--- config.mk ---
export PLATFORM = sky130hd
export DESIGN_NAME = pas_alu
export DESIGN_NICKNAME = d
export VERILOG_FILES = /design/src/hw/rtl/polyline_area_simplifier_defines.svh /design/src/hw/rtl/pas_pkg.sv /design/src/hw/rtl/pas_alu.sv
export SDC_FILE = /design/constraint.sdc
export NUM_CORES = 2
export LEC_CHECK = 0
export ABC_AREA = 1
export BUFFER_PORTS_ARGS = -buffer_cell sky130_fd_sc_hd__buf_2
export CAP_MARGIN = 10
export CORE_ASPECT_RATIO = 0.8
export CORE_MARGIN = 1
export CORE_UTILIZATION = 35
export CTS_BUF_LIST = sky130_fd_sc_hd__clkbuf_16
export CTS_CLUSTER_DIAMETER = 50
export DETAILED_ROUTE_END_ITERATION = 7
export PLACE_DENSITY_LB_ADDON = 0.08
export SYNTH_ARGS = -nofsm -noshare
export SYNTH_HDL_FRONTEND = slang
export SYNTH_SLANG_ARGS = --single-unit
--- constraint.sdc ---
create_clock -name i_clk -period 6.8 [get_ports i_clk]
set_input_delay 0.68 -clock i_clk [delete_from_list [all_inputs] [get_ports i_clk]]
set_output_delay 0.68 -clock i_clk [all_outputs]
set_load 0.02 [all_outputs]
--- src/hw/rtl/polyline_area_simplifier_defines.svh ---
// Assertion macros for the polyline area simplifier.
// Included by the RTL files that carry concurrent checks; no other dependencies.
`ifndef POLYLINE_AREA_SIMPLIFIER_DEFINES_SVH
`define POLYLINE_AREA_SIMPLIFIER_DEFINES_SVH

// Check a property on every rising edge outside reset
`define PAS_ASSERT(lbl, clk, rstn, prop, msg) \
    lbl: assert property (@(posedge clk) disable iff (!rstn) prop) else $error(msg);

// Check that a condition never holds outside reset
`define PAS_NEVER(lbl, clk, rstn, cond, msg) \
    lbl: assert property (@(posedge clk) disable iff (!rstn) !(cond)) else $error(msg);

`endif

--- src/hw/rtl/pas_pkg.sv ---
// Shared types and constants for the polyline area simplifier.
// No dependencies; imported by pas_alu, the top level and the testbench.
package pas_pkg;

    localparam int MAX_POINTS_DEF = 64;
    localparam int COORD_W        = 24;
    localparam int DIFF_W         = COORD_W + 1;
    localparam int PROD_W         = 2 * DIFF_W;
    localparam int ACC_W          = PROD_W + 2;
    localparam int AREA_W         = 50;
    localparam int TOL_W          = 16;
    localparam int MINP_W         = 7;
    localparam int CFG_W          = 16;
    localparam int CFG_AW         = 1;

    localparam logic [CFG_AW-1:0] CFG_TOLERANCE  = 1'b0;
    localparam logic [CFG_AW-1:0] CFG_MIN_POINTS = 1'b1;

    localparam logic [TOL_W-1:0]  TOL_RESET  = 16'd256;
    localparam logic [MINP_W-1:0] MINP_RESET = 7'd3;
    localparam logic [MINP_W-1:0] MINP_FLOOR = 7'd2;

    // Closed-path test: squared first-to-last distance below 4 px^2 in Q.16
    localparam logic [ACC_W-1:0] CLOSE_DIST2 = ACC_W'(4 << 16);

    typedef enum logic [1:0] {
        ALU_NOP,
        ALU_LOAD,
        ALU_ADD,
        ALU_SUB
    } t_alu_op;

    typedef enum logic [5:0] {
        S_IDLE, S_CHECK,
        S_THR_MUL, S_THR_LD, S_THR_SET,
        S_D_RA, S_D_RB, S_D_DB, S_D_M1, S_D_M2, S_D_ACC, S_D_CMP,
        S_INIT, S_INIT_NEXT,
        S_T_RA, S_T_RB, S_T_RC, S_T_DC, S_T_M1, S_T_M2, S_T_ACC, S_T_WR,
        S_LOOP, S_PK_RD, S_PK_CMP, S_PK_DONE,
        S_RF, S_RF_P, S_RF_Q, S_RF_CHK, S_RF_NEXT,
        S_EM_LAST, S_EM_SCAN, S_EM_RD, S_EM_WAIT, S_DONE
    } t_state;

endpackage

--- src/hw/rtl/pas_alu.sv ---
// Shared multiply-accumulate unit: registered product, then accumulator.
// Depends on pas_pkg for widths and the operation codes.
module pas_alu
    import pas_pkg::*;
(
    input  logic                     i_clk,
    input  logic signed [DIFF_W-1:0] i_a,
    input  logic signed [DIFF_W-1:0] i_b,
    input  t_alu_op                  i_op,
    output logic signed [ACC_W-1:0]  o_acc
);

    logic signed [PROD_W-1:0] r_prod;
    logic signed [ACC_W-1:0]  r_acc;
    logic signed [ACC_W-1:0]  prod_ext;

    assign prod_ext = ACC_W'(r_prod);

    // Register the product of the current operands
    always_ff @(posedge i_clk) begin
        r_prod <= i_a * i_b;
    end

    // Fold the previous product into the accumulator
    always_ff @(posedge i_clk) begin
        unique case (i_op)
            ALU_LOAD: r_acc <= prod_ext;
            ALU_ADD:  r_acc <= r_acc + prod_ext;
            ALU_SUB:  r_acc <= r_acc - prod_ext;
            default:  r_acc <= r_acc;
        endcase
    end

    assign o_acc = r_acc;

endmodule

==> flow_metrics.tcl <==
set metrics [dict create \
    gp_congestion 0.970 \
    cts_buffers 9 \
    cts_buffer_depth 2 \
    min_period_over_period_pct 96.0 \
    required_ps 7100 \
    grt_first_pass_wirelength_um 177000 \
    floorplan.initialDensity_pct 35.5 \
    dpl_cell_area_um2 37500 \
    postRouteAntennaNets 0 \
    synth-compound-area-share_pct 4.21 \
    final_nets 5810 \
    period_needed_ps 6530 \
    synth_common_cells "1,343 x nand2_1, 1,283 x inv_1, 659 x fa_1, 275 x nor2_1, 193 x ha_1" \
    cp-end-kind "register" \
    synthCells 4709 \
    fp.dieW_um 349 \
    fin_area_um2 37800 \
    path_buf_inv 9 \
    grt_pass1_vias 29500 \
    critPathLaunchType "input pin" \
    drt-total-wl_um 112000 \
    yosysWarnings 0 \
    fp.dieArea_um2 97800 \
    arrival_ps 6820 \
    post-route-drc-count 0 \
    worst_pin_slew_ps 887 \
    placementRows 101 \
    track_usage_pct 23.9 \
    wire_per_inst_um 18.1 \
    dr.pass1.iters 5 \
    ys_seq_elements 102 \
    cpLargestDelayFamily "adder cells" \
    setup_viol 0 \
    status "finished clean" \
    skew_ps 21.0 \
    synth_nets 5614 \
    cts_hold_buf 0 \
    yosysMostFrequentCell "nand2_1" \
    rrSetupSlack_ps 1950 \
    fin_ws_ps 272 \
    ff2ff_path_depth 21 \
    syn_to_final_growth_pct 11.9 \
    antenna_found_initial 1 \
    muxShareOfSynthArea_pct 0 \
    dp_hpwl_um 101000 \
    path_max_fanout 8 \
    worstSetupPathType "input pin to register" \
    min_delay_worst_endpoint "o_acc[0]" \
    grt-busiest-layer "met1" \
    synth_top_family_by_area "adder cells" \
    hp-class "register to register" \
    grt_max_degree 53 \
    dp.cells 6181 \
    place_ws_ps -190 \
    ys_seq_area_share_pct 7.58 \
    yosys.area.top_type_share_pct 39.0 \
    cts_resized 0 \
    synthAdderAreaFrac_pct 46.2 \
    drv_slew 0 \
    stdcell_count 6197 \
    worstHoldStart "r_prod[0]" \
    met2_usage_pct 34.7 \
    dr_total_vias 28700 \
    vias_per_cell 4.63 \
    gr-usage-met1_pct 37.0 \
    htreeDepth 3 \
    drtIter0Drc 2176 \
    async_reset_ff_share_pct 0 \
    antennaDiodeCount 0 \
    slowest_delay_ps 610 \
    critical_path.slowest_cell "fa_1" \
    syn_avg_cell_area_um2 7.17 \
    reg2reg_to "o_acc[35]" \
    ys.flop_type "edfxtp_1" \
    portBuffers 104 \
    die_h_um 280 \
    cts_tree "yes" \
    synth.area.top_cells "fa_1 39%, nand2_1 15%, inv_1 14%" \
    fin_setup_tns_ps 0 \
    max-cap-violations 0 \
    met3_usage_pct 5.32 \
    ioPinCount 105 \
    coreArea_um2 95300 \
    fmax_ghz 0.153 \
    clock_latency_ps 390 \
    drive_gt1_share_pct 9.37 \
    cts.sinks 102 \
    clkTransAtPathRegs_ps 70 \
    finalHoldViolCount 0 \
    worstHoldPathCells 2 \
    synth_edf_count 52 \
    yosysUniqueCellTypes 43 \
    relSlewSlack_pct 40.8 \
    synth_xor_area_share_pct 2.28 \
    r2r-start "r_prod[1]" \
    cts-root-buf "clkbuf_16" \
    grt_overflow 0 \
    synthSimpleGateAreaFrac_pct 23.3 \
    yosysTopAreaCell "fa_1" \
    cp-startpoint "i_b[1]" \
    cts_setup_buffers 0 \
    netlist_area_um2 33800 \
]
[how the worst max path moves through the flow]
stage	endpoint	slack, ps	depth (start not counted)
2_1_floorplan	r_prod[49]	20	29
3_3_place_gp	r_prod[32]	-260	27
3_5_place_dp	r_prod[32]	-190	23
4_1_cts	r_prod[32]	200	23
5_1_grt	r_prod[20]	-3	23
6_report	r_prod[32]	270	25
[state kept, by name (all words and copies together), names as in the netlist]
name    count
r_prod     50
o_acc      52
[metrics by stage]
step / hold WS (ps) / utilization, %
after global routing: 616 / 39.7
final: 573 / 39.7
after floorplan: 532 / -
after detailed placement: 565 / 39.3
after CTS: 582 / 39.6
after global placement: 561 / 39.3
[cell families after synthesis]
kind of cell / after synthesis
xor gates and xnor gates: 88
and+or+nand+nor: 1929
AOI/OAI and AO/OA: 259
adders and majority gates: 852
DFF: 102
buffers and inverters: 1479
[routing by layer]
metal  routed length (um)  vias up
li1                     -    13900
met1                57100    13900
met2                45500      747
met3                 8720       48
met4                  903        0
met5                    0        -
[layout make-up]
| class | instances | area [um2] |
|---|---|---|
| Clock buffer | 9 | 225 |
| Clock inverter | 7 | 65.1 |
| Fill cell | 10300 | 57500 |
| Inverter | 1313 | 4930 |
| Multi-Input combinational cell | 3128 | 25700 |
| Sequential cell | 102 | 2560 |
| Tap cell | 1287 | 1610 |
| Timing Repair Buffer | 351 | 2730 |
[worst min-delay path: cells and delay by family, from the launching register on]
family / cells / cell delay, ps
DFF: 1 / 350
and+or+nand+nor: 1 / 60
AOI/OAI and AO/OA: 1 / 60
[cells in the final DEF (no fill, tap or decap), types with 66 or more instances in the layout]
master	Yosys	routed
nand2_1	1343	1342
inv_1	1283	1283
fa_1	659	658
nor2_1	275	272
buf_4	0	218
ha_1	193	193
nand3_1	159	158
a21oi_1	111	110
buf_2	3	101
xor2_1	66	66
Power is left out: the tool's default activity adds up to more than one toggle a clock period on the data nets, which glitch-free logic cannot reach.
