File: config.mk
export PLATFORM = sky130hd
export DESIGN_NAME = pas_ram
export DESIGN_NICKNAME = d
export VERILOG_FILES = /design/src/hw/rtl/polyline_area_simplifier_defines.svh /design/src/hw/rtl/pas_ram.sv
export SDC_FILE = /design/constraint.sdc
export NUM_CORES = 1
export LEC_CHECK = 0
export ABC_AREA = 0
export BUFFER_PORTS_ARGS = -buffer_cell sky130_fd_sc_hd__buf_2
export CORE_AREA = 2 2 215 217
export CTS_CLUSTER_DIAMETER = 50
export DETAILED_ROUTE_END_ITERATION = 8
export DIE_AREA = 0 0 217 219
export GPL_TIMING_DRIVEN = 0
export RECOVER_POWER = 25
export SETUP_SLACK_MARGIN = 0.2
export SYNTH_ARGS = -nofsm -noshare
export SYNTH_HDL_FRONTEND = slang
export SYNTH_SLANG_ARGS = --single-unit
File: constraint.sdc
create_clock -name i_clk -period 4.74 [get_ports i_clk]
set_clock_uncertainty 0.05 [all_clocks]
set_input_delay 0.948 -clock i_clk [delete_from_list [all_inputs] [get_ports i_clk]]
set_output_delay 0.948 -clock i_clk [all_outputs]
set_load 0.05 [all_outputs]
File: src/hw/rtl/polyline_area_simplifier_defines.svh
// Assertion macros for the polyline area simplifier.
// Included by the RTL files that carry concurrent checks; no other dependencies.
`ifndef POLYLINE_AREA_SIMPLIFIER_DEFINES_SVH
`define POLYLINE_AREA_SIMPLIFIER_DEFINES_SVH

// Check a property on every rising edge outside reset
`define PAS_ASSERT(lbl, clk, rstn, prop, msg) \
    lbl: assert property (@(posedge clk) disable iff (!rstn) prop) else $error(msg);

// Check that a condition never holds outside reset
`define PAS_NEVER(lbl, clk, rstn, cond, msg) \
    lbl: assert property (@(posedge clk) disable iff (!rstn) !(cond)) else $error(msg);

`endif

File: src/hw/rtl/pas_ram.sv
// Generic simple dual-port RAM: one write port, one registered read port.
// No dependencies.
module pas_ram #(
    parameter int WIDTH = 8,
    parameter int DEPTH = 64
) (
    input  logic                     i_clk,
    input  logic                     i_we,
    input  logic [$clog2(DEPTH)-1:0] i_waddr,
    input  logic [WIDTH-1:0]         i_wdata,
    input  logic [$clog2(DEPTH)-1:0] i_raddr,
    output logic [WIDTH-1:0]         o_rdata
);

    logic [WIDTH-1:0] r_mem [DEPTH];
    logic [WIDTH-1:0] r_rdata;

    // Write and registered read
    always_ff @(posedge i_clk) begin
        if (i_we) begin
            r_mem[i_waddr] <= i_wdata;
        end
        r_rdata <= r_mem[i_raddr];
    end

    assign o_rdata = r_rdata;

endmodule

==> out/metrics.cfg, run 1 <==
[power]
p_comb_share_pct=5.4
p_switching_mw=2.088
total_power_mw=9.921
seqPwrFrac_pct=51.5
swShare_pct=21.04
vdd.ir_drop.worst_mv=0.2379
p_leak_nw=7.054
clkPwrFrac_pct=43.1
p_per_area_mw_per_mm2=435.1
p_int_mw=7.833

[timing]
tightest_slew_ns=2.953
period_minus_slack_ns=3.410
drv_slew=455
fmax_mhz=293.3
finalHoldViolCount=0
relSlewSlack_pct=-96.83
finalSetupViolations=0
final.setup.worst_slack_ns=1.330
rsz0062_at_grt=no
setup-tns-final_ns=0
finalCritPeriodShare_pct=71.93

[global_route]
grt_pass1_wl_um=69800
grt_start_max_net_pins=65
antenna_found_initial=4
overflow=0
grt_pass1_vias=9840
grt_util_all_layers_pct=21.02

[cts]
cts_hold_buf=0
cts_setup_buffers=0
cts_buffer_depth=3
clock-sinks=520
cts_tree=done
clockRootBuffer=clkbuf_16
insertion_delay_ns=0.61
cts_buffers=53
cts_resized=0
clkSlewWorstSetupHoldPaths_ns=0.06
ctsHtreeMaxLevel=2

[die]
pin_count=30
fp.dieW_um=217
core.rowCount=78
die-height_um=219
dieArea_mm2=0.04752
initial_core_util_pct=44.73
core_area_mm2=0.04509

[synthesis]
synth-edff-count=512
seq_area_frac_synth_pct=77.03
avgSynthCellArea_um2=21.45
synth_area_mm2=0.02017
synthCells=940
ys_types=40
syn_nets=962
synth_seq_cells=520
synth-async-reset-ratio_pct=0
synth_ff_type=edfxtp_1
ys.warnings.count=0

[drt]
drtAntennaViolNets=0
wl_um=48570
wl_per_cell_um=29.24
route.detailed.drc=0
vias=9799
viasPerCell=5.899
first_pass_iters=5
drt_iter0_markers=1151

[final_layout]
final_cell_area_mm2=0.02280
drive_above_1_share_pct=24.46
layout_commonest_cell=edfxtp_1
fill_cells=3600
multi_input_area_mm2=0.004315
most-common-layout-cells=edfxtp_1 (512), mux4_2 (126), nor2_1 (83), clkbuf_16 (55), clkbuf_1 (38)
area_delta_synth_final_pct=13.05
final_net_count=1039
regArea_mm2=0.01553

[min_path]
hold_class=in -> reg
whs_path_depth=2
worstHoldStart=i_raddr[5]
whs_endpoint=o_rdata[3]

[critical_path]
cp-start-kind=input port
reg2reg_slack_ns=2.43
crit_type=in -> reg
r2r_start=r_mem[20][6]
reg2reg_depth=5
worst-path-max-fanout=10
critPathCaptureType=register
worstPathArrival_ns=3.78
cp.required_ns=5.11
r2r-end=o_rdata[6]

[run]
cap_violations=7

[placed_design]
pre_cts_ws_ns=0.7717
globalplace.congestion=0.9117
place_area_mm2=0.02102
hpwl_um=30680
io_buffer_count=21

[outcome]
violations=capacitance limit, slew limit
status=complete, but fails checks

[cell usage after synthesis, types with 2 or more instances]
cell	instances	area [um^2]
buf_6	4	45.04
a22oi_1	3	22.52
nand4_1	2	12.51
mux2_2	13	146.4
nand3b_1	3	22.52
o21a_1	2	15.01
a2111oi_0	2	17.52
nand3_1	13	65.06
nor3_1	7	35.03
nor2b_1	14	87.58
o21ai_0	2	10.01
o22ai_1	8	50.05
buf_1	4	15.01
mux2i_1	23	230.2
o41ai_1	2	17.52
edfxtp_1	512	15370
dfxtp_1	8	160.2
a221oi_1	6	52.55
nor2_1	83	311.6
o2bb2ai_1	3	26.28
clkbuf_1	17	63.81
buf_2	11	55.05
mux4_2	126	2838
buf_12	2	40.04
o221a_2	2	22.52
buf_4	13	97.59
o221ai_1	8	70.07
nor4_1	2	12.51
o2111ai_1	3	26.28
o32ai_1	2	17.52
a21oi_1	3	15.01
o21ai_1	2	10.01
a211oi_1	4	30.03
nand2b_1	7	43.79
nand2_1	19	71.32
[how the worst max path moves through the flow]
stage | from | end | slack, ns
detailed placement | i_raddr[1] | o_rdata[6] | 0.77
floorplan | i_raddr[1] | o_rdata[3] | 2.07
CTS | i_raddr[1] | o_rdata[6] | 1.36
global placement | i_raddr[1] | o_rdata[6] | 0.86
global route | i_raddr[1] | o_rdata[6] | 1.26
finish | i_raddr[1] | o_rdata[6] | 1.33
[cell families (layout without fill, tap and decap cells)]
family                 after synthesis  count (layout)  synth area share [%]
multiplexers                       162             162                 15.94
AND/OR/NAND/NOR                    153             153                 3.387
flip-flops                         520             520                 77.03
AO/OA/AOI/OAI                       54              54                 2.072
buffers and inverters               51             170                 1.570
other                                0               2                     0
[flip-flops by register name (all words and copies together) (netlist names)]
| name | flops |
|---|---|
| r_mem | 512 |
| o_rdata | 8 |
[routing by layer]
layer,part of all wire [%],GRT usage (%),vias up
met5,0.039,0,-
li1,-,-,4092
met4,3.3,8.128,2
met3,6.8,3.451,84
met1,43,30.56,5240
met2,46,32.14,381
[critical path, cell delays in order]
cell and delay, ns:
buf_4 0.19, buf_2 0.41, buf_1 0.75, nand2_1 0.36, o221ai_1 0.32, nor2_1 0.12
nor3_1 0.38, o32ai_1 0.27
[power by group through the flow]
stage | clock network (mW) | logic [mW] | registers [mW]
3_3_place_gp | 0 | 0.529 | 5.20
5_1_grt | 4.52 | 0.562 | 5.11
2_1_floorplan | 0 | 0.271 | 5.23
6_report | 4.28 | 0.535 | 5.11
3_5_place_dp | 0 | 0.538 | 5.20
4_1_cts | 4.33 | 0.539 | 5.10
[per-stage QoR]
step | cells | util (%) | hold WS [ns]
4_1_cts | 1658 | 50.56 | 0.7072
5_1_grt | 1659 | 50.56 | 0.7064
3_3_place_gp | 1561 | 46.63 | 0.8868
2_1_floorplan | 940 | - | 0.6683
6_report | 1661 | 50.57 | 0.7204
3_5_place_dp | 1561 | 46.63 | 0.8998
[area by class of cell]
class | instances | share of cell area [%]
Tap cell | 600 | 3.293
Clock buffer | 69 | 6.267
Timing Repair Buffer | 22 | 0.4555
Buffer | 51 | 1.388
Antenna cell | 2 | 0.02195
Multi-Input combinational cell | 369 | 18.93
Sequential cell | 520 | 68.14
Clock inverter | 28 | 1.509
Power figures use the tool's default switching activity.
==> run 2, diff against run 1 <==
--- a/config.mk
+++ b/config.mk
@@ -5,12 +5,12 @@
 export SDC_FILE = /design/constraint.sdc
 export NUM_CORES = 1
 export LEC_CHECK = 0
-export ABC_AREA = 0
+export ABC_AREA = 1
 export BUFFER_PORTS_ARGS = -buffer_cell sky130_fd_sc_hd__buf_2
-export CORE_AREA = 2 2 215 217
+export CORE_AREA = 2 2 221 223
 export CTS_CLUSTER_DIAMETER = 50
 export DETAILED_ROUTE_END_ITERATION = 8
-export DIE_AREA = 0 0 217 219
+export DIE_AREA = 0 0 223 225
 export GPL_TIMING_DRIVEN = 0
 export RECOVER_POWER = 25
 export SETUP_SLACK_MARGIN = 0.2
==> constraint.sdc (replaced) <==
create_clock -name i_clk -period 3.6 [get_ports i_clk]
set_clock_uncertainty 0.05 [all_clocks]
set_input_delay 0.72 -clock i_clk [delete_from_list [all_inputs] [get_ports i_clk]]
set_output_delay 0.72 -clock i_clk [all_outputs]
set_load 0.05 [all_outputs]
==> run 2 against run 1 <==
Net effect:
- synthesized area is 5.8% higher
- clock power increased by 29%
- critical path type unchanged
- sequential power increased by 32%
- the run still ends with capacitance limit, slew limit left
- non-clock buffer count is 69 higher
- power rose by 33%
- cell area grew 5.6%
==> out/metrics.cfg, run 2 <==
[synthesis]
synth_seq_cells=520  ; unchanged
ys.warnings.count=0  ; unchanged
synth-async-reset-ratio_pct=0  ; unchanged
synth.area.top_cells=edfxtp_1 (72%), nand2_1 (11%), nand3_1 (10%)  ; was edfxtp_1 (76%), mux4_2 (14%), nor2_1 (1.5%)
syn_nets=1827  ; was 962
seq_area_frac_synth_pct=72.80  ; was 77.03%
synthCells=1805  ; was 940
synth_top_area_share_pct=72.05  ; was 76.24%
synth_top_area_cell=edfxtp_1  ; unchanged
synth_common_cells=nand2_1 (648), edfxtp_1 (512), nand3_1 (439), nor2_1 (56), buf_2 (37)  ; was edfxtp_1 (512), mux4_2 (126), nor2_1 (83), mux2i_1 (23), nand2_1 (19)
ys_types=16  ; was 40
synth-edff-count=512  ; unchanged
synth_area_mm2=0.02134  ; was 0.02017 mm^2
synth_ff_type=edfxtp_1  ; unchanged
yosysMostFrequentCell=nand2_1  ; was edfxtp_1
avgSynthCellArea_um2=11.82  ; was 21.45 um^2

[drt]
viasPerCell=5.735  ; was 5.899
drt_iter0_markers=2021  ; was 1151
first_pass_iters=6  ; was 5
vias=14660  ; was 9799
wl_um=62030  ; was 48570 um
drtAntennaViolNets=0  ; unchanged
route.detailed.drc=0  ; unchanged
wl_per_cell_um=24.27  ; was 29.24 um

[timing]
finalHoldViolCount=0  ; unchanged
whs_ns=0.5807  ; was 0.7204 ns
drv_slew=325  ; was 455
finalSetupViolations=0  ; unchanged
relSlewSlack_pct=-11.89  ; was -96.83%
finalCritPeriodShare_pct=81.32
fmax_mhz=341.6
setup-tns-final_ns=0  ; unchanged
tightest_slew_ns=1.678  ; was 2.953 ns
rsz0062_at_grt=no  ; unchanged
period_minus_slack_ns=2.928

[cts]
cts_buffers=56  ; was 53
cts_tree=done  ; unchanged
cts_hold_buf=0  ; unchanged
clock-sinks=520  ; unchanged
insertion_delay_ns=0.61  ; about the same
ctsHtreeMaxLevel=2  ; unchanged
cts_setup_buffers=0  ; unchanged
clkSlewWorstSetupHoldPaths_ns=0.06  ; about the same
cts_resized=0  ; unchanged
cts_buffer_depth=3  ; unchanged
clockRootBuffer=clkbuf_16  ; unchanged

[die]
core_area_mm2=0.04755  ; was 0.04509 mm^2
fp.dieW_um=223  ; was 217 um
dieArea_mm2=0.05018  ; was 0.04752 mm^2
initial_core_util_pct=44.88  ; was 44.73%
die-height_um=225  ; was 219 um
pin_count=30  ; unchanged
core.rowCount=80  ; was 78

[final_layout]
most-common-layout-cells=nand2_1 (648), edfxtp_1 (512), nand3_1 (439), clkbuf_16 (57), nor2_1 (56)  ; was edfxtp_1 (512), mux4_2 (126), nor2_1 (83), clkbuf_16 (55), clkbuf_1 (38)
drive_above_1_share_pct=11.03  ; was 24.46%
area_delta_synth_final_pct=12.85  ; was 13.05%
layout_commonest_cell=nand2_1  ; was edfxtp_1
top_register=r_mem  ; unchanged
final_net_count=1914  ; was 1039
largest_register_ffs=512  ; unchanged

[global_route]
overflow=0  ; unchanged
grt_pass1_wl_um=90300  ; was 69800 um
grt_util_all_layers_pct=24.84  ; was 21.02%
grt_start_max_net_pins=65  ; unchanged
grt_pass1_vias=13600  ; was 9840
antenna_found_initial=2  ; was 4

[min_path]
worstHoldStart=i_raddr[5]  ; unchanged
hold_class=in -> reg  ; unchanged
whs_path_depth=3  ; was 2

[critical_path]
critPathLaunch=i_waddr[0]  ; was i_raddr[1]
crit_type=in -> reg  ; unchanged
worstPathArrival_ns=3.09  ; was 3.78 ns
cp.required_ns=3.76  ; was 5.11 ns
critPathCaptureType=register  ; unchanged
r2r_start=r_mem[53][5]  ; was r_mem[20][6]
cp-start-kind=input port  ; unchanged
worst-path-max-fanout=9  ; was 10
reg2reg_depth=8  ; was 5

[placed_design]
hpwl_um=41260  ; was 30680 um
io_buffer_count=21  ; unchanged
globalplace.congestion=0.9698  ; was 0.9117

[outcome]
violations=capacitance limit, slew limit  ; unchanged
status=complete, but fails checks  ; unchanged

[run]
cap_violations=5  ; was 7

[power]
p_per_area_mw_per_mm2=546.2  ; was 435.1 mW/mm^2
total_power_mw=13.15  ; was 9.921 mW
p_leak_nw=8.708  ; was 7.054 nW
vdd.ir_drop.worst_mv=0.4350  ; was 0.2379 mV

-- run 2: changes by cell type in the layout (fill, tap and decap cells not counted), moves of 9 or more --
cell	change
nand2_1	+629
clkbuf_1	-11
nor2_1	-27
buf_2	+28
nand3_1	+426
mux2i_1	-23
mux2_2	-13
buf_4	+9
buf_6	+31
nor2b_1	-14
inv_1	+10
mux4_2	-126
clkinv_2	+9
-- run 2: layout make-up --
type	count	area, um^2
antenna	1	2.502
buffer	113	808.3
fill	4114	23460
timing repair buffer	29	165.2
sequential	520	15530
multi-input combinational	1160	4996
clock inverter	34	242.7
inverter	12	50.05
clock buffer	72	1513
tap	615	769.5
-- run 2: per-stage QoR --
stage                     std cells  worst slack [ns]  instance area, um^2  util [%]
final                          2556            0.6725                24080     50.65
after detailed placement       2449            0.2373                22320     46.95
after CTS                      2555            0.8536                24080     50.64
after global placement         2441            0.1186                22210     46.72
after global routing           2555            0.6699                24080     50.64
after floorplan                1805             1.064                21340         -
-- run 2: final timing paths --
check,endpoint,slack [ns]
worst max-delay path,r_mem[58][4],0.67
worst min-delay path,o_rdata[6],0.58
worst max register to register,o_rdata[5],2.09
worst min register to register,o_rdata[7],0.90
-- run 2: power by group --
part	switching, mW	internal, mW
Combinational	0.708	0.227
Clock	2.38	3.12
Sequential	0.0123	6.71
Total	3.10	10.1
-- run 2: layer usage --
metal | vias to the layer above | routed length, um | track usage, % | part of all wire (%)
met1 | 7197 | 26430 | 36.21 | 43
li1 | 6546 | - | - | -
met2 | 788 | 27850 | 38.46 | 45
met5 | - | 23 | 0 | 0.037
met3 | 124 | 5902 | 3.729 | 9.5
met4 | 4 | 1826 | 8.162 | 2.9
-- run 2: logic make-up (layout without fill, tap and decap cells) --
| family | after synthesis | after routing | synth area share [%] |
|---|---|---|---|
| DFF | 520 | 520 | 72.80 |
| and+or+nand+nor | 1160 | 1160 | 23.18 |
| buffers and inverters | 125 | 260 | 4.022 |
| other | 0 | 1 | 0 |
-- run 2: critical path, stage by stage --
cell and delay (ns):
clkbuf_1 0.24, inv_1 0.33, nand4_1 0.72, nor2_1 1.07
==> run 3, diff against run 2 <==
--- a/config.mk
+++ b/config.mk
@@ -5,12 +5,12 @@
 export SDC_FILE = /design/constraint.sdc
 export NUM_CORES = 1
 export LEC_CHECK = 0
-export ABC_AREA = 1
+export ABC_AREA = 0
 export BUFFER_PORTS_ARGS = -buffer_cell sky130_fd_sc_hd__buf_2
-export CORE_AREA = 2 2 221 223
+export CORE_AREA = 2 2 215 217
 export CTS_CLUSTER_DIAMETER = 50
 export DETAILED_ROUTE_END_ITERATION = 8
-export DIE_AREA = 0 0 223 225
+export DIE_AREA = 0 0 217 219
 export GPL_TIMING_DRIVEN = 0
 export RECOVER_POWER = 25
 export SETUP_SLACK_MARGIN = 0.2
==> constraint.sdc (replaced) <==
create_clock -name i_clk -period 2.8 [get_ports i_clk]
set_clock_uncertainty 0.05 [all_clocks]
set_input_delay 0.56 -clock i_clk [delete_from_list [all_inputs] [get_ports i_clk]]
set_output_delay 0.56 -clock i_clk [all_outputs]
set_load 0.05 [all_outputs]
==> run 3 against run 2 <==
Net effect:
- the flow now finishes without violations
- highest routed layer unchanged
- non-clock buffer count shrank 69
- global-route usage is 3.8 points lower
- critical path depth increased by 3
- sequential power is 29% higher
- worst hold slack lost 0.24 ns
- largest power group unchanged
- die area down 5.3%
- cell area fell by 5.2%
- first-iteration DRC count decreased by 44%
==> out/metrics.cfg, run 3 (synthesized netlist as in run 1, its figures left out) <==
[critical_path]
cp.required_ns=3.18  ; was 3.76 ns
critPathCaptureType=register  ; unchanged
critPathTopFamily=buffers and inverters  ; was simple AND/OR/NAND/NOR gates
r2r-end=o_rdata[6]  ; was o_rdata[5]
critical_path_buf_inv_count=2  ; unchanged
reg2reg_depth=5  ; was 8
max_stage_delay_ns=0.65  ; was 1.07 ns
worst-path-max-fanout=10  ; was 9
crit_type=in -> reg  ; unchanged
cp_cell_sequence=buf_2 -> clkbuf_1 -> nand2_1 -> o221ai_1 -> nor2_1 -> nor3_1 -> o32ai_2  ; was clkbuf_1 -> inv_1 -> nand4_1 -> nor2_1
worstPathArrival_ns=3.03  ; was 3.09 ns
worst_path_max_delay_cell=clkbuf_1  ; was nor2_1
cp-start-kind=input port  ; unchanged
reg2reg_slack_ns=0.40  ; was 2.09 ns
r2r_start=r_mem[20][6]  ; was r_mem[53][5]

[global_route]
antenna_found_initial=4  ; was 2
grt_pass1_wl_um=69870  ; was 90300 um
overflow=0  ; unchanged
grt_start_max_net_pins=65  ; unchanged
grt_util_all_layers_pct=21.05  ; was 24.84%
grt_pass1_vias=9848  ; was 13.60k

[timing]
fmax_mhz=378.0
finalSetupViolations=0  ; unchanged
relSlewSlack_pct=6.172  ; was -11.89%
finalCritPeriodShare_pct=94.48
drv_slew=0  ; was 325
rsz0062_at_grt=yes  ; was no
finalHoldViolCount=0  ; unchanged
whs_ns=0.3421  ; was 0.5807 ns
tightest_slew_ns=1.407  ; was 1.678 ns
period_minus_slack_ns=2.646

[placed_design]
place_area_mm2=0.02102  ; was 0.02232 mm^2
globalplace.congestion=0.9117  ; was 0.9698
io_buffer_count=21  ; unchanged
dpl.cell_count=1561  ; was 2449
hpwl_um=30680  ; was 41260 um

[drt]
route.detailed.drc=0  ; unchanged
vias=9817  ; was 14.66k
viasPerCell=5.910  ; was 5.735
wl_per_cell_um=29.38  ; was 24.27 um
wl_um=48800  ; was 62030 um
drtAntennaViolNets=0  ; unchanged
first_pass_iters=5  ; was 6
drt_iter0_markers=1131  ; was 2021

[power]
vdd.ir_drop.worst_mv=0.4053  ; was 0.4350 mV
total_power_mw=16.80  ; was 13.15 mW
p_leak_nw=7.090  ; was 8.708 nW
p_per_area_mw_per_mm2=735.8  ; was 546.2 mW/mm^2

[cts]
cts_hold_buf=0  ; unchanged
clock-sinks=520  ; unchanged
cts_buffers=53  ; was 56
insertion_delay_ns=0.61  ; about the same
cts_tree=done  ; unchanged
clkSlewWorstSetupHoldPaths_ns=0.06  ; about the same
ctsHtreeMaxLevel=2  ; unchanged
cts_buffer_depth=3  ; unchanged
clockRootBuffer=clkbuf_16  ; unchanged

[min_path]
whs_endpoint=o_rdata[3]  ; was o_rdata[6]
worstHoldStart=i_raddr[5]  ; unchanged
hold_class=in -> reg  ; unchanged
whs_path_depth=2  ; was 3

[run]
cap_violations=0  ; was 5

[final_layout]
most-common-layout-cells=edfxtp_1 (512), mux4_2 (126), nor2_1 (83), clkbuf_16 (55), clkbuf_1 (29)  ; was nand2_1 (648), edfxtp_1 (512), nand3_1 (439), clkbuf_16 (57), nor2_1 (56)
drive_above_1_share_pct=25.59  ; was 11.03%
final_cell_area_mm2=0.02283  ; was 0.02408 mm^2
final_net_count=1039  ; was 1914
largest_register_ffs=512  ; unchanged
top_register=r_mem  ; unchanged
finalNonFillerCells=1661  ; was 2556
area_delta_synth_final_pct=13.22  ; was 12.85%
layout_commonest_cell=edfxtp_1  ; was nand2_1

[die]
core_area_mm2=0.04509  ; was 0.04755 mm^2
pin_count=30  ; unchanged
dieArea_mm2=0.04752  ; was 0.05018 mm^2
initial_core_util_pct=44.73  ; was 44.88%
core.rowCount=78  ; was 80
die-height_um=219  ; was 225 um
fp.dieW_um=217  ; was 223 um

[outcome]
status=finished, final reports clean  ; was complete, but fails checks

run 3: through the flow:
stage	setup TNS (ns)	setup slack [ns]	util, %
final	0	0.1545	50.64
after CTS	0	0.1461	50.62
after floorplan	0	0.5223	-
after detailed placement	-13.26	-0.7803	46.63
after global routing	0	0.1660	50.63
after global placement	-6.023	-0.6883	46.63
run 3: per-layer routing:
layer  wire length, um  vias to the layer above  global-route usage, %
li1                  -                     4084                      -
met1             21190                     5275                  30.57
met2             22610                      370                  32.10
met3              3247                       86                  3.437
met4              1732                        2                  8.425
met5                19                        -                      0
run 3: cell type report:
type,count,area [um^2]
clock buffer,69,1429
clock inverter,28,344.1
buffer,51,327.8
sequential,520,15530
timing repair buffer,22,112.6
multi-input combinational,369,4328
tap,600,750.7
fill,3597,22260
antenna,2,5.005
run 3: what timing repair did:
action / 4_1_cts / 5_1_grt
resized for setup: 7 / 6
buffers inserted: 0 / 0
hold endpoints to repair: 0 / 0
setup endpoints to repair: 5 / 2
run 3: worst max path at each step:
stage                     startpoint    endpoint  slack [ns]  cells past startpoint
final                     i_raddr[3]  o_rdata[6]        0.15                      7
after floorplan           i_raddr[1]  o_rdata[3]        0.52                      7
after global placement    i_raddr[1]  o_rdata[6]       -0.69                      8
after global routing      i_raddr[3]  o_rdata[6]        0.17                      7
after CTS                 i_raddr[1]  o_rdata[6]        0.15                      8
after detailed placement  i_raddr[1]  o_rdata[6]       -0.78                      8
run 3: where the power goes:
group | switching, mW | internal [mW] | total (mW)
combinational | 0.608 | 0.305 | 0.913
sequential | 0.0139 | 8.62 | 8.64
clock | 2.92 | 4.33 | 7.25
total | 3.54 | 13.3 | 16.8
